==> src/assert_macros.svh <==
// Assertion macros for the RTL; skbs_search_ctrl.sv includes them.
`ifndef ASSERT_MACROS_SVH
`define ASSERT_MACROS_SVH
`ifndef SYNTH
`define ASSERT_CLK(lbl, prop, msg) \
  lbl: assert property (@(posedge clk_i) disable iff (!rst_ni) (prop)) else $error(msg);
`define ASSERT_NEVER(lbl, cond, msg) \
  lbl: assert property (@(posedge clk_i) disable iff (!rst_ni) !(cond)) else $error(msg);
`else
`define ASSERT_CLK(lbl, prop, msg)
`define ASSERT_NEVER(lbl, cond, msg)
`endif
`endif

==> src/skbs_pkg.sv <==
// Types and constants of the sorted-key binary search core.
package skbs_pkg;

  localparam int unsigned SLOT_W = 10;
  localparam int unsigned KEY_W  = 40;
  localparam int unsigned CNT_W  = 11;

  localparam logic OP_LOAD   = 1'b0;
  localparam logic OP_LOOKUP = 1'b1;

  typedef struct packed {
    logic              op;
    logic [SLOT_W-1:0] slot;
    logic [KEY_W-1:0]  key;
  } skbs_req_t;

  typedef struct packed {
    logic              found;
    logic [SLOT_W-1:0] position;
  } skbs_rsp_t;

endpackage

==> src/skbs_search_ctrl.sv <==
// Request handling, count register and binary search sequencer.
`include "assert_macros.svh"
module skbs_search_ctrl #(
  parameter int unsigned TABLE_DEPTH = 1024,
  parameter int unsigned KEY_BITS    = 40,
  parameter int unsigned AW          = 10
) (
  input  logic                            clk_i,
  input  logic                            rst_ni,
  input  logic                            start_i,
  output logic                            busy_o,
  input  skbs_pkg::skbs_req_t             req_i,
  input  logic                            cfg_valid_i,
  output logic                            cfg_ready_o,
  input  logic [skbs_pkg::CNT_W-1:0]      cfg_data_i,
  output logic                            rsp_strobe_o,
  output skbs_pkg::skbs_rsp_t             rsp_o,
  output logic                            mem_we_o,
  output logic [AW-1:0]                   mem_waddr_o,
  output logic [KEY_BITS-1:0]             mem_wdata_o,
  output logic                            mem_re_o,
  output logic [AW-1:0]                   mem_raddr_o,
  input  logic [KEY_BITS-1:0]             mem_rdata_i
);
  import skbs_pkg::*;

  localparam int unsigned LAST = TABLE_DEPTH - 1;

  localparam logic [2:0] S_IDLE = 3'd0;
  localparam logic [2:0] S_TEST = 3'd1;
  localparam logic [2:0] S_CMP  = 3'd2;
  localparam logic [2:0] S_LO   = 3'd3;
  localparam logic [2:0] S_HI   = 3'd4;

  logic [2:0]          state_q, state_d;
  logic [AW-1:0]       lo_q, lo_d, hi_q, hi_d, mid_q, mid_d, mid_c;
  logic [KEY_BITS-1:0] want_q, want_d;
  logic [CNT_W-1:0]    count_q;
  logic                strobe_q, strobe_d;
  skbs_rsp_t           rsp_q, rsp_d;
  logic [31:0]         count32;
  logic [AW-1:0]       hi_init;
  logic                slot_ok;

  assign count32     = 32'(count_q);
  assign hi_init     = (count32 > TABLE_DEPTH) ? AW'(LAST) : AW'(count32 - 32'd1);
  assign slot_ok     = 32'(req_i.slot) < TABLE_DEPTH;
  assign mid_c       = lo_q + ((hi_q - lo_q) >> 1);
  assign busy_o      = (state_q != S_IDLE);
  assign cfg_ready_o = !busy_o;
  assign mem_waddr_o = AW'(req_i.slot);
  assign mem_wdata_o = KEY_BITS'(req_i.key);

  always_comb begin
    state_d     = state_q;
    lo_d        = lo_q;
    hi_d        = hi_q;
    mid_d       = mid_q;
    want_d      = want_q;
    strobe_d    = 1'b0;
    rsp_d       = rsp_q;
    mem_we_o    = 1'b0;
    mem_re_o    = 1'b0;
    mem_raddr_o = mid_c;
    unique case (state_q)
      S_IDLE: begin
        if (start_i) begin
          if (req_i.op == OP_LOAD) begin
            mem_we_o = slot_ok;
          end else if (count_q == '0) begin
            strobe_d = 1'b1;
            rsp_d    = '0;
          end else begin
            want_d  = KEY_BITS'(req_i.key);
            lo_d    = '0;
            hi_d    = hi_init;
            state_d = S_TEST;
          end
        end
      end
      S_TEST: begin
        mid_d    = mid_c;
        mem_re_o = 1'b1;
        if (hi_q > mid_c && mid_c > lo_q) begin
          mem_raddr_o = mid_c;
          state_d     = S_CMP;
        end else begin
          mem_raddr_o = lo_q;
          state_d     = S_LO;
        end
      end
      S_CMP: begin
        priority if (mem_rdata_i > want_q) begin
          hi_d    = mid_q;
          state_d = S_TEST;
        end else if (mem_rdata_i < want_q) begin
          lo_d    = mid_q;
          state_d = S_TEST;
        end else begin
          strobe_d       = 1'b1;
          rsp_d.found    = 1'b1;
          rsp_d.position = SLOT_W'(mid_q);
          state_d        = S_IDLE;
        end
      end
      S_LO: begin
        if (mem_rdata_i == want_q) begin
          strobe_d       = 1'b1;
          rsp_d.found    = 1'b1;
          rsp_d.position = SLOT_W'(lo_q);
          state_d        = S_IDLE;
        end else begin
          mem_re_o    = 1'b1;
          mem_raddr_o = hi_q;
          state_d     = S_HI;
        end
      end
      S_HI: begin
        strobe_d = 1'b1;
        if (mem_rdata_i == want_q) begin
          rsp_d.found    = 1'b1;
          rsp_d.position = SLOT_W'(hi_q);
        end else begin
          rsp_d = '0;
        end
        state_d = S_IDLE;
      end
      default: begin
        state_d = S_IDLE;
      end
    endcase
  end

  always_ff @(posedge clk_i or negedge rst_ni) begin
    if (!rst_ni) begin
      state_q  <= S_IDLE;
      strobe_q <= 1'b0;
      count_q  <= '0;
    end else begin
      state_q  <= state_d;
      strobe_q <= strobe_d;
      if (cfg_valid_i && cfg_ready_o) begin
        count_q <= cfg_data_i;
      end
    end
  end

  always_ff @(posedge clk_i) begin
    lo_q   <= lo_d;
    hi_q   <= hi_d;
    mid_q  <= mid_d;
    want_q <= want_d;
    rsp_q  <= rsp_d;
  end

  assign rsp_strobe_o = strobe_q;
  assign rsp_o        = rsp_q;

  `ASSERT_CLK(a_strobe_idle, strobe_q |-> (state_q == S_IDLE), "result while searching")
  `ASSERT_CLK(a_miss_zero, (strobe_q && !rsp_q.found) |-> (rsp_q.position == '0),
              "miss with nonzero position")
  `ASSERT_CLK(a_bounds, (state_q == S_TEST) |-> (lo_q <= hi_q), "bounds crossed")
  `ASSERT_NEVER(a_write_busy, mem_we_o && busy_o, "table write during search")
  `ASSERT_CLK(a_probe_inside, (state_q == S_CMP) |-> (lo_q < mid_q && mid_q < hi_q),
              "probe outside bounds")

endmodule

==> config.mk <==
export PLATFORM = sky130hd
export DESIGN_NAME = skbs_search_ctrl
export DESIGN_NICKNAME = d
export VERILOG_FILES = /design/src/skbs_pkg.sv /design/src/skbs_search_ctrl.sv
export VERILOG_INCLUDE_DIRS = /design/src /design/src/src
export SDC_FILE = /design/constraint.sdc
export NUM_CORES = 1
export LEC_CHECK = 0
export ABC_AREA = 1
export BUFFER_PORTS_ARGS = -buffer_cell sky130_fd_sc_hd__clkbuf_2
export CAP_MARGIN = 20
export CORE_MARGIN = 1
export CORE_UTILIZATION = 58
export DETAILED_ROUTE_END_ITERATION = 10
export PLACE_DENSITY = 0.95
export SYNTH_ARGS = -nofsm -noshare
export SYNTH_HDL_FRONTEND = slang
export SYNTH_SLANG_ARGS = --single-unit
==> constraint.sdc <==
create_clock -name clk_i -period 7 [get_ports clk_i]
set_clock_uncertainty 0.1 [all_clocks]
set_input_delay 0.7 -clock clk_i [delete_from_list [all_inputs] [get_ports clk_i]]
set_output_delay 0.7 -clock clk_i [all_outputs]
set_load 0.01 [all_outputs]
==> metrics.txt, run 1 <==
setup slack after layout=roughly 630 ps; first-pass GRT wire length=27900 um; outcome=completed; Final period util=91.0%; drt pass-1 iters=5; Antenna diodes=0; fin nets=1069; GP Congestion=between 0.9 and 1; Tmin final=6370 ps; number of global-route vias before repair=5843; Worst R2R End=state_q[0]; fmax=157 MHz; Cell variety after synth=46; Post-CTS Setup Bufs=0; end of the critical path=mem_raddr_o[2]; Mapped Area=6820 um^2; Worst EP arrival=roughly 5600 ps; wire length per cell=about 17 um; Buffers on Ports=161; Chip Width=110 um; Residual DRC=0; Setup TNS=0 ps; Post-synth EDFFs=81; Tot GR Track Use=29.4%; Die Ht=roughly 110 um; RR Startpoint=lo_q[0]; CTS tree=built; r2r worst-path depth=26; total CTS buffers=9; ys flop type=edfxtp_1; grt total ovfl=0; CP max stage delay=around 450 ps; PostCTS Resize Cnt=0; RSZ-0062 raised after global routing=false; Synth Area per Inst=8.90 um^2; crit start category=flop; Clock Latency Late Sink=approximately 360 ps; CTS sink cnt=96; vias after detailed routing=between 5k and 6k; Total Die Area=12200 um^2; Slew HR=30.3%; clock root buffer=clkbuf_16; Critical Path Start=lo_q[0]; # setup viols final=0; Max Cap Viol=0; Async SR Flop Fraction=between 15 and 20%; Placed Area=7410 um^2; CTS Hold Bufs=0; hpwl dp=14100 um; most frequent CP cell=nand2_1; Finished Cell Area=7770 um^2; Final Hold Fails=0; drt via density=5.59; initial antenna violation count=0; commonest cells after routing, fill and taps aside=clkbuf_2 (161), inv_1 (142), nand2_1 (103), edfxtp_1 (81), ha_1 (76); Worst EP required=6200 ps; Worst-Margin Slew=1050 ps; Synth Register Bits=96; core region area=11400 um^2; CP endpoint kind=primary output; Initial DRC Count=roughly 440; CTS H-tree lvls=3; Slowest cell on crit path=edfxtp_1; commonest non-fill, non-tap cell in the layout=clkbuf_2; clk slew on worst S/H paths=80 ps; area delta synth->final=13.9%; area occupied by multi-input gates=3050 um^2; syn_nets=951; r2r setup slk=1740 ps; Final Slew Violations=0; largest net degree at the start of global routing=41; DRT antenna net count=0; register area share after synthesis=between 40 and 50%; Setup CP Type=flop to primary output; number of top-level pins=182; drt total wl=17700 um; Reg area=2810 um^2; Hold Path Class=primary input to asynchronous set/reset pin; worst slack, placed=1210 ps; row cnt=39; crit-path max FO=11; synthesized netlist cell count=767; Max clock buf depth=2; initial core utilization=between 50% and 60%; synth warn=0; share of post-route cells with drive strength above 1=24.4%; # fillers=908
## flip-flops by register name, indices dropped and copies added (netlist names)
signal	flops
count_q	11
hi_q	10
lo_q	10
mid_q	10
rsp_o	11
rsp_strobe_o	1
state_q	3
want_q	40
## cells by family after synthesis
group	after synthesis	share of synthesized area, %
AOI/OAI and AO/OA	119	10.0
adders and majority gates	78	14.5
xor gates and xnor gates	17	2.18
buffers and inverters	202	14.3
and+or+nand+nor	252	17.3
DFF	96	41.1
muxes	3	0.495
## worst max-delay path: cells and delay by family, from the launching register on
| family | cells | cell delay [ps] |
|---|---|---|
| AO/OA/AOI/OAI | 5 | 1190 |
| flip-flops | 1 | 450 |
| buffers and inverters | 4 | 450 |
| AND/OR/NAND/NOR | 12 | 1440 |
| adder cells (fa/ha/maj) | 3 | 1080 |
| XOR/XNOR | 2 | 600 |
## metrics by stage
stage          hold slack [ps]  std cells  utilization (%)
2_1_floorplan              304        767                -
3_3_place_gp               391       1016             64.9
3_5_place_dp               400       1016             64.9
4_1_cts                    164       1032             67.9
5_1_grt                    172       1033             68.1
6_report                   159       1033             68.1
## synthesized netlist by cell type, types with 4 or more instances
master / instances / area [um^2]
nand4_1: 12 / 75.1
o21ai_0: 35 / 175
nand3_2: 4 / 40.0
edfxtp_1: 81 / 2430
nand3_1: 37 / 185
o21bai_1: 6 / 45.0
nor3_1: 7 / 35.0
a21oi_1: 57 / 285
o221ai_1: 5 / 43.8
nand2_2: 12 / 75.1
xor2_1: 12 / 105
ha_1: 76 / 951
dfrtp_1: 15 / 375
inv_1: 142 / 533
buf_4: 51 / 383
nor2_1: 58 / 218
nand2_1: 103 / 387
xnor2_1: 5 / 43.8
a22oi_1: 4 / 30.0
## final cells by class
type,instances,area share (%)
repair buffers,165,11.0
multi-input cells,469,39.2
clock buffers,9,2.90
inverters,144,7.02
clock inverters,7,1.46
well taps,143,2.30
flip-flops and latches,96,36.1
## worst min-delay path by stage
stage | startpoint | end | slack (ps) | depth (start not counted)
3_5_place_dp | state_q[1] | state_q[1] | 400 | 1
2_1_floorplan | rst_ni | count_q[0] | 300 | 0
6_report | rst_ni | state_q[1] | 160 | 1
4_1_cts | rst_ni | count_q[4] | 160 | 1
3_3_place_gp | state_q[1] | state_q[1] | 390 | 1
5_1_grt | rst_ni | state_q[1] | 170 | 1
## layer usage
| layer | share of wire (%) | routed length (um) | vias to the layer above | GRT usage, % |
|---|---|---|---|---|
| met1 | 39 | 6900 | 2666 | 35.3 |
| met4 | 4.2 | 737 | 0 | 15.6 |
| met3 | 7.4 | 1310 | 66 | 4.72 |
| met5 | 0 | 0 | - | 0 |
| li1 | - | - | 2754 | - |
| met2 | 49 | 8750 | 289 | 50.6 |
Power of run 1 is left out: the tool's default activity adds up to more than one toggle a clock period on the data nets, which glitch-free logic cannot reach.
==> run 2, diff against run 1 <==
ABC_AREA = default   (was 1)
HOLD_SLACK_MARGIN = 0.02   (was default)
SKIP_LAST_GASP = 1   (was default)
==> run 2 against run 1 <==
  * Sequential share of layout area grew 1.3 points
  * Final area shrank 3.5%
  * Non-clock buffer count grew 1
  * Clock-buffer cell count grew 3
  * Worst hold slack gained 6.1 ps
  * Via count shrank 7.0%
  * Global-route usage grew 1.4 points
  * Critical path type unchanged
  * Largest cell class unchanged
  * Highest routed layer unchanged
==> metrics.txt, run 2 <==
outcome=completed (unchanged); Hold Path Class=primary input to asynchronous set/reset pin (unchanged); share of post-route cells with drive strength above 1=28.2% (was 24.4%); Tot GR Track Use=30.8% (was 29.4%); Total Die Area=11800 um^2 (was 12200 um^2); Post-Synth Simple-Gate Area=11.7% (was 17.3%); most common cell in the netlist=edfxtp_1 (was inv_1); initial antenna violation count=0 (unchanged); CTS Hold Bufs=0 (unchanged); number of top-level pins=182 (unchanged); synthesized netlist cell count=622 (was 767); Async SR Flop Fraction=15.6% (unchanged); Synth Register Bits=96 (unchanged); Final Slew Violations=0 (unchanged); cell taking the most area after synthesis=edfxtp_1 (unchanged); clock root buffer=clkbuf_16 (unchanged); Tmin final=6720 ps (was 6370 ps); Slew HR=31.7% (was 30.3%); largest net degree at the start of global routing=42 (was 41); drt total wl=17100 um (was 17700 um); Final Hold Fails=0 (unchanged); Post-Synth XOR/XNOR Area=3.31% (was 2.18%); clk slew on worst S/H paths=70 ps (was 80 ps); grt total ovfl=0 (unchanged); syn_nets=806 (was 951); multiplexer area fraction after synthesis=1.68% (was 0.495%); crit path cell chain=nor2b_1 > fa_1 > inv_1 > a21o_1 > a21oi_1 > o21bai_1 > a21oi_1 > o21ai_0 > xor2_1 > ha_1 > or3_1 > nor3_1 > o21ai_0 > nor2b_1 > ha_1 > a2111oi_0 > a41o_1 > nor2_1 > and4_2 > or3_2 > mux2i_1 > clkbuf_2; number of global-route vias before repair=5453 (was 5843); Cell variety after synth=67 (was 46); total CTS buffers=9 (unchanged); top cells by area, synth=edfxtp_1 (37%), ha_1 (14%), buf_4 (5.7%) (was edfxtp_1 (36%), ha_1 (14%), inv_1 (7.8%)); commonest cells after routing, fill and taps aside=clkbuf_2 (161), edfxtp_1 (81), inv_1 (76), ha_1 (76), o21ai_0 (34) (was clkbuf_2 (161), inv_1 (142), nand2_1 (103), edfxtp_1 (81), ha_1 (76)); vias after detailed routing=5373 (was 5775); Synth Area in Compound Gates=15.2% (was 10.0%); first-pass GRT wire length=27100 um (was 27900 um); wire length per cell=19.3 um (was 17.1 um); CTS sink cnt=96 (unchanged); largest family of logic cells by synthesized area=compound AO/OA/AOI/OAI gates (was simple AND/OR/NAND/NOR gates); Post-synth top cells=edfxtp_1 (81), ha_1 (76), inv_1 (76), buf_4 (50), o21ai_0 (35) (was inv_1 (142), nand2_1 (103), edfxtp_1 (81), ha_1 (76), nor2_1 (58)); CP max stage delay=570 ps (was 450 ps); top cell type's share of synthesized area=36.8% (was 35.6%); Worst-Margin Slew=1020 ps (was 1050 ps); Worst EP required=6200 ps (about the same); Max clock buf depth=2 (unchanged); Initial DRC Count=462 (was 435); ys flop type=edfxtp_1 (unchanged); Die Ht=109 um (was 110 um); register area share after synthesis=42.5% (was 41.1%); drt pass-1 iters=5 (unchanged); commonest non-fill, non-tap cell in the layout=clkbuf_2 (unchanged); Setup CP Type=flop to primary output (unchanged); drt via density=6.07 (was 5.59); synth warn=0 (unchanged); Antenna diodes=0 (unchanged); Final period util=96.0% (was 91.0%); row cnt=38 (was 39); max reg flops=40 (unchanged); hpwl dp=13600 um (was 14100 um); Synth Area per Inst=10.6 um^2 (was 8.90 um^2); CP endpoint kind=primary output (unchanged); Buffers on Ports=161 (unchanged); core region area=11000 um^2 (was 11400 um^2); RSZ-0062 raised after global routing=false (unchanged); Setup TNS=0 ps (unchanged); area delta synth->final=13.5% (was 13.9%); Worst EP arrival=5920 ps (was 5570 ps); Clock Latency Late Sink=340 ps (was 360 ps); Fin Hold WS=165 ps (was 159 ps); CTS H-tree lvls=3 (unchanged); DRT antenna net count=0 (unchanged); # fillers=778 (was 908); GP Congestion=0.962 (about the same); Slowest cell on crit path=or3_2 (was edfxtp_1); adder-cell share of the synthesized area=15.0% (was 14.5%); crit-path max FO=7 (was 11); Max Cap Viol=0 (unchanged); Residual DRC=0 (unchanged); fmax=149 MHz (was 157 MHz); Mapped Area=6610 um^2 (was 6820 um^2); initial core utilization=60.2% (was 59.8%); Chip Width=109 um (was 110 um); CTS tree=built (unchanged); Post-synth EDFFs=81 (unchanged); fin nets=924 (was 1069); largest register by flop count=want_q (unchanged); # setup viols final=0 (unchanged); crit start category=flop (unchanged)
## run 2: changes by cell type after synthesis, sizes merged, moves of 6 or more
cell | before | now
a21o | 2 | 14
a21oi | 58 | 28
a221o | 0 | 15
and2 | 1 | 16
inv | 143 | 76
mux2 | 3 | 9
nand2 | 118 | 25
nand2b | 0 | 11
nand3 | 43 | 9
nor2 | 62 | 13
nor2b | 0 | 11
or3 | 0 | 10
xnor2 | 5 | 16
## run 2: kinds of logic after synthesis
logic type	after synthesis
compound gates	140
xor+xnor	25
fa+ha+maj	78
buf+inv	135
flops	96
mux	10
simple gates	138
## run 2: what timing repair did
item                       in CTS  in global routing
setup buffers                   0                  0
gates resized for setup         0                  2
setup endpoints to repair       0                  7
## run 2: area by class of cell
cell class / instances / area, um^2 / share of cell area [%]
Sequential cell: 96 / 2810 / 37.4
Inverter: 76 / 285 / 3.80
Clock inverter: 4 / 27.5 / 0.367
Clock buffer: 12 / 246 / 3.28
Multi-Input combinational cell: 391 / 3120 / 41.6
Tap cell: 140 / 175 / 2.33
Timing Repair Buffer: 166 / 843 / 11.2
## run 2: path summary, 6_finish.rpt
kind,end,depth (start not counted),from,slack (ps)
max,mem_raddr_o[1],22,lo_q[0],280
min,count_q[9],1,rst_ni,170
max reg2reg,state_q[0],21,lo_q[0],1510
min reg2reg,count_q[1],2,count_q[1],480
max in group asynchronous,state_q[0],1,rst_ni,6360
min in group clk_i,want_q[37],1,req_i[37],440
## run 2: routing by layer
layer | wire (um) | GRT usage (%) | share of wire (%)
met2 | 8410 | 52.1 | 49
met5 | 0 | 0 | 0
met3 | 1410 | 6.75 | 8.3
met1 | 6710 | 38.0 | 39
met4 | 595 | 13.1 | 3.5
## run 2: through the flow
| step | instance area (um^2) | cells | util, % | setup WS [ps] |
|---|---|---|---|---|
| final | 7500 | 885 | 68.3 | 280 |
| after global routing | 7500 | 885 | 68.3 | 10.4 |
| after CTS | 7490 | 885 | 68.2 | 388 |
| after detailed placement | 7220 | 869 | 65.7 | 785 |
| after global placement | 7220 | 869 | 65.7 | 1000 |
| after floorplan | 6610 | 622 | - | 1560 |
## run 2: worst max-delay path: cells and delay by family (launching register included)
kind | cells | cell delay, ps
fa+ha+maj | 3 | 690
simple gates | 7 | 2010
flops | 1 | 460
compound gates | 8 | 1820
buf+inv | 2 | 220
mux | 1 | 220
xor+xnor | 1 | 160
Power of run 2 is left out for the same reason.
==> run 3, diff against run 2 <==
PLACE_DENSITY = 0.94   (was 0.95)
REMOVE_ABC_BUFFERS = 1   (was default)
==> run 3 against run 2 <==
  * Cell count rose by 0.11%
  * Sequential share of layout area is 0.20 points lower
  * Routed wire length up 4.2%
  * First-iteration DRC count rose by 15%
  * Critical endpoint unchanged
  * Largest cell class unchanged
  * Highest routed layer is now met5
==> metrics.txt, run 3 (synthesis results as in run 2) <==
outcome=completed (unchanged); initial antenna violation count=0 (unchanged); GP Congestion=0.974 (was 0.962); share of post-route cells with drive strength above 1=28.6% (was 28.2%); Worst-Margin Slew=821 ps (was 1020 ps); Crit path max-delay family=simple AND/OR/NAND/NOR gates (unchanged); Setup CP Type=flop to primary output (unchanged); # setup viols final=0 (unchanged); r2r setup slk=1530 ps (was 1510 ps); Residual DRC=0 (unchanged); clock root buffer=clkbuf_16 (unchanged); clk slew on worst S/H paths=70 ps (about the same); initial core utilization=60.2% (unchanged); Die Ht=109 um (unchanged); Tot GR Track Use=31.5% (was 30.8%); Final Slew Violations=0 (unchanged); Worst EP arrival=5880 ps (was 5920 ps); drt via density=6.14 (was 6.07); largest register by flop count=want_q (unchanged); largest net degree at the start of global routing=38 (was 42); wire length per cell=20.1 um (was 19.3 um); max reg flops=40 (unchanged); commonest cells after routing, fill and taps aside=clkbuf_2 (161), edfxtp_1 (81), inv_1 (76), ha_1 (76), o21ai_0 (35) (was clkbuf_2 (161), edfxtp_1 (81), inv_1 (76), ha_1 (76), o21ai_0 (34)); drt pass-1 iters=5 (unchanged); Setup TNS=0 ps (unchanged); drt total wl=17800 um (was 17100 um); r2r worst-path depth=21 (unchanged); end of the critical path=mem_raddr_o[1] (unchanged); crit-path max FO=7 (unchanged); core region area=11000 um^2 (unchanged); Final Hold Fails=0 (unchanged); crit start category=flop (unchanged); Initial DRC Count=531 (was 462); Buffers on Ports=161 (unchanged); Slowest cell on crit path=or3_2 (unchanged); critical path depth=22 (unchanged); CTS tree=built (unchanged); Max clock buf depth=2 (unchanged); Max Cap Viol=0 (unchanged); RR Startpoint=lo_q[0] (unchanged); area delta synth->final=14.1% (was 13.5%); CTS H-tree lvls=3 (unchanged); Critical Path Start=lo_q[0] (unchanged); DRT antenna net count=0 (unchanged); Total Die Area=11800 um^2 (unchanged); Post-CTS Setup Bufs=0 (unchanged); Slew HR=45.2% (was 31.7%); Worst EP required=6200 ps (about the same); Hold Path Class=primary input to asynchronous set/reset pin (unchanged); hpwl dp=14100 um (was 13600 um); total CTS buffers=9 (unchanged); Chip Width=109 um (unchanged); Clock Latency Late Sink=350 ps (was 340 ps); first-pass GRT wire length=27400 um (was 27100 um); RSZ-0062 raised after global routing=false (unchanged); commonest non-fill, non-tap cell in the layout=clkbuf_2 (unchanged); fmax=150 MHz (was 149 MHz); CP max stage delay=580 ps (was 570 ps); Buffers & Inverters on Critical Path=3 (was 2); Final period util=95.4% (was 96.0%); Worst R2R End=state_q[0] (unchanged); number of top-level pins=182 (unchanged); grt total ovfl=0 (unchanged); CTS sink cnt=96 (unchanged); vias after detailed routing=5438 (was 5373); number of global-route vias before repair=5411 (was 5453); most frequent CP cell=a21oi_1; Tmin final=6680 ps (was 6720 ps); crit path cell chain=nor2b_1 > fa_1 > inv_1 > a21o_1 > a21oi_1 > o21bai_1 > a21oi_1 > xnor2_1 > ha_1 > and2_1 > nor3_1 > xor2_1 > inv_1 > ha_1 > or3_1 > a21oi_1 > a41o_1 > nor2_1 > and4_2 > or3_2 > mux2i_1 > clkbuf_2 (was nor2b_1 > fa_1 > inv_1 > a21o_1 > a21oi_1 > o21bai_1 > a21oi_1 > o21ai_0 > xor2_1 > ha_1 > or3_1 > nor3_1 > o21ai_0 > nor2b_1 > ha_1 > a2111oi_0 > a41o_1 > nor2_1 > and4_2 > or3_2 > mux2i_1 > clkbuf_2); fin nets=924 (unchanged); row cnt=38 (unchanged); CP endpoint kind=primary output (unchanged)
## run 3: metrics by stage
| stage | cells | utilization, % | hold slack [ps] | instance area, um^2 | setup slack (ps) |
|---|---|---|---|---|---|
| detailed placement | 869 | 65.7 | 460 | 7220 | 688 |
| global placement | 869 | 65.7 | 454 | 7220 | 956 |
| floorplan | 563 | - | 304 | 6200 | 1560 |
| CTS | 885 | 68.5 | 163 | 7520 | 300 |
| finish | 886 | 68.7 | 156 | 7550 | 324 |
| global route | 885 | 68.7 | 176 | 7540 | 3.88 |
## run 3: layer usage
metal  wire length, um  track usage (%)  share of wire, %
met1              6440             35.6                36
met3              2160             12.4                12
met4               822             15.2               4.6
met5                96             6.25              0.54
met2              8320             51.4                47
## run 3: how the worst min path moves through the flow
stage	startpoint	to	cells after the start
after CTS	rst_ni	count_q[4]	1
after global routing	rst_ni	count_q[4]	1
after floorplan	rst_ni	count_q[0]	0
after detailed placement	mid_q[2]	lo_q[2]	1
final	rst_ni	count_q[4]	1
after global placement	count_q[1]	count_q[1]	2
## run 3: final cells by class
type	count	area, um^2
Fill cell	772	3440
Multi-Input combinational cell	391	3130
Sequential cell	96	2810
Timing Repair Buffer	166	843
Inverter	76	285
Clock buffer	10	239
Tap cell	140	175
Clock inverter	6	66.3
Antenna cell	1	2.50
## run 3: what timing repair did
action,CTS,global route
gates resized for setup,0,3
endpoints found under the setup margin,0,9
hold buffers,0,0
Power of run 3 is left out for the same reason.
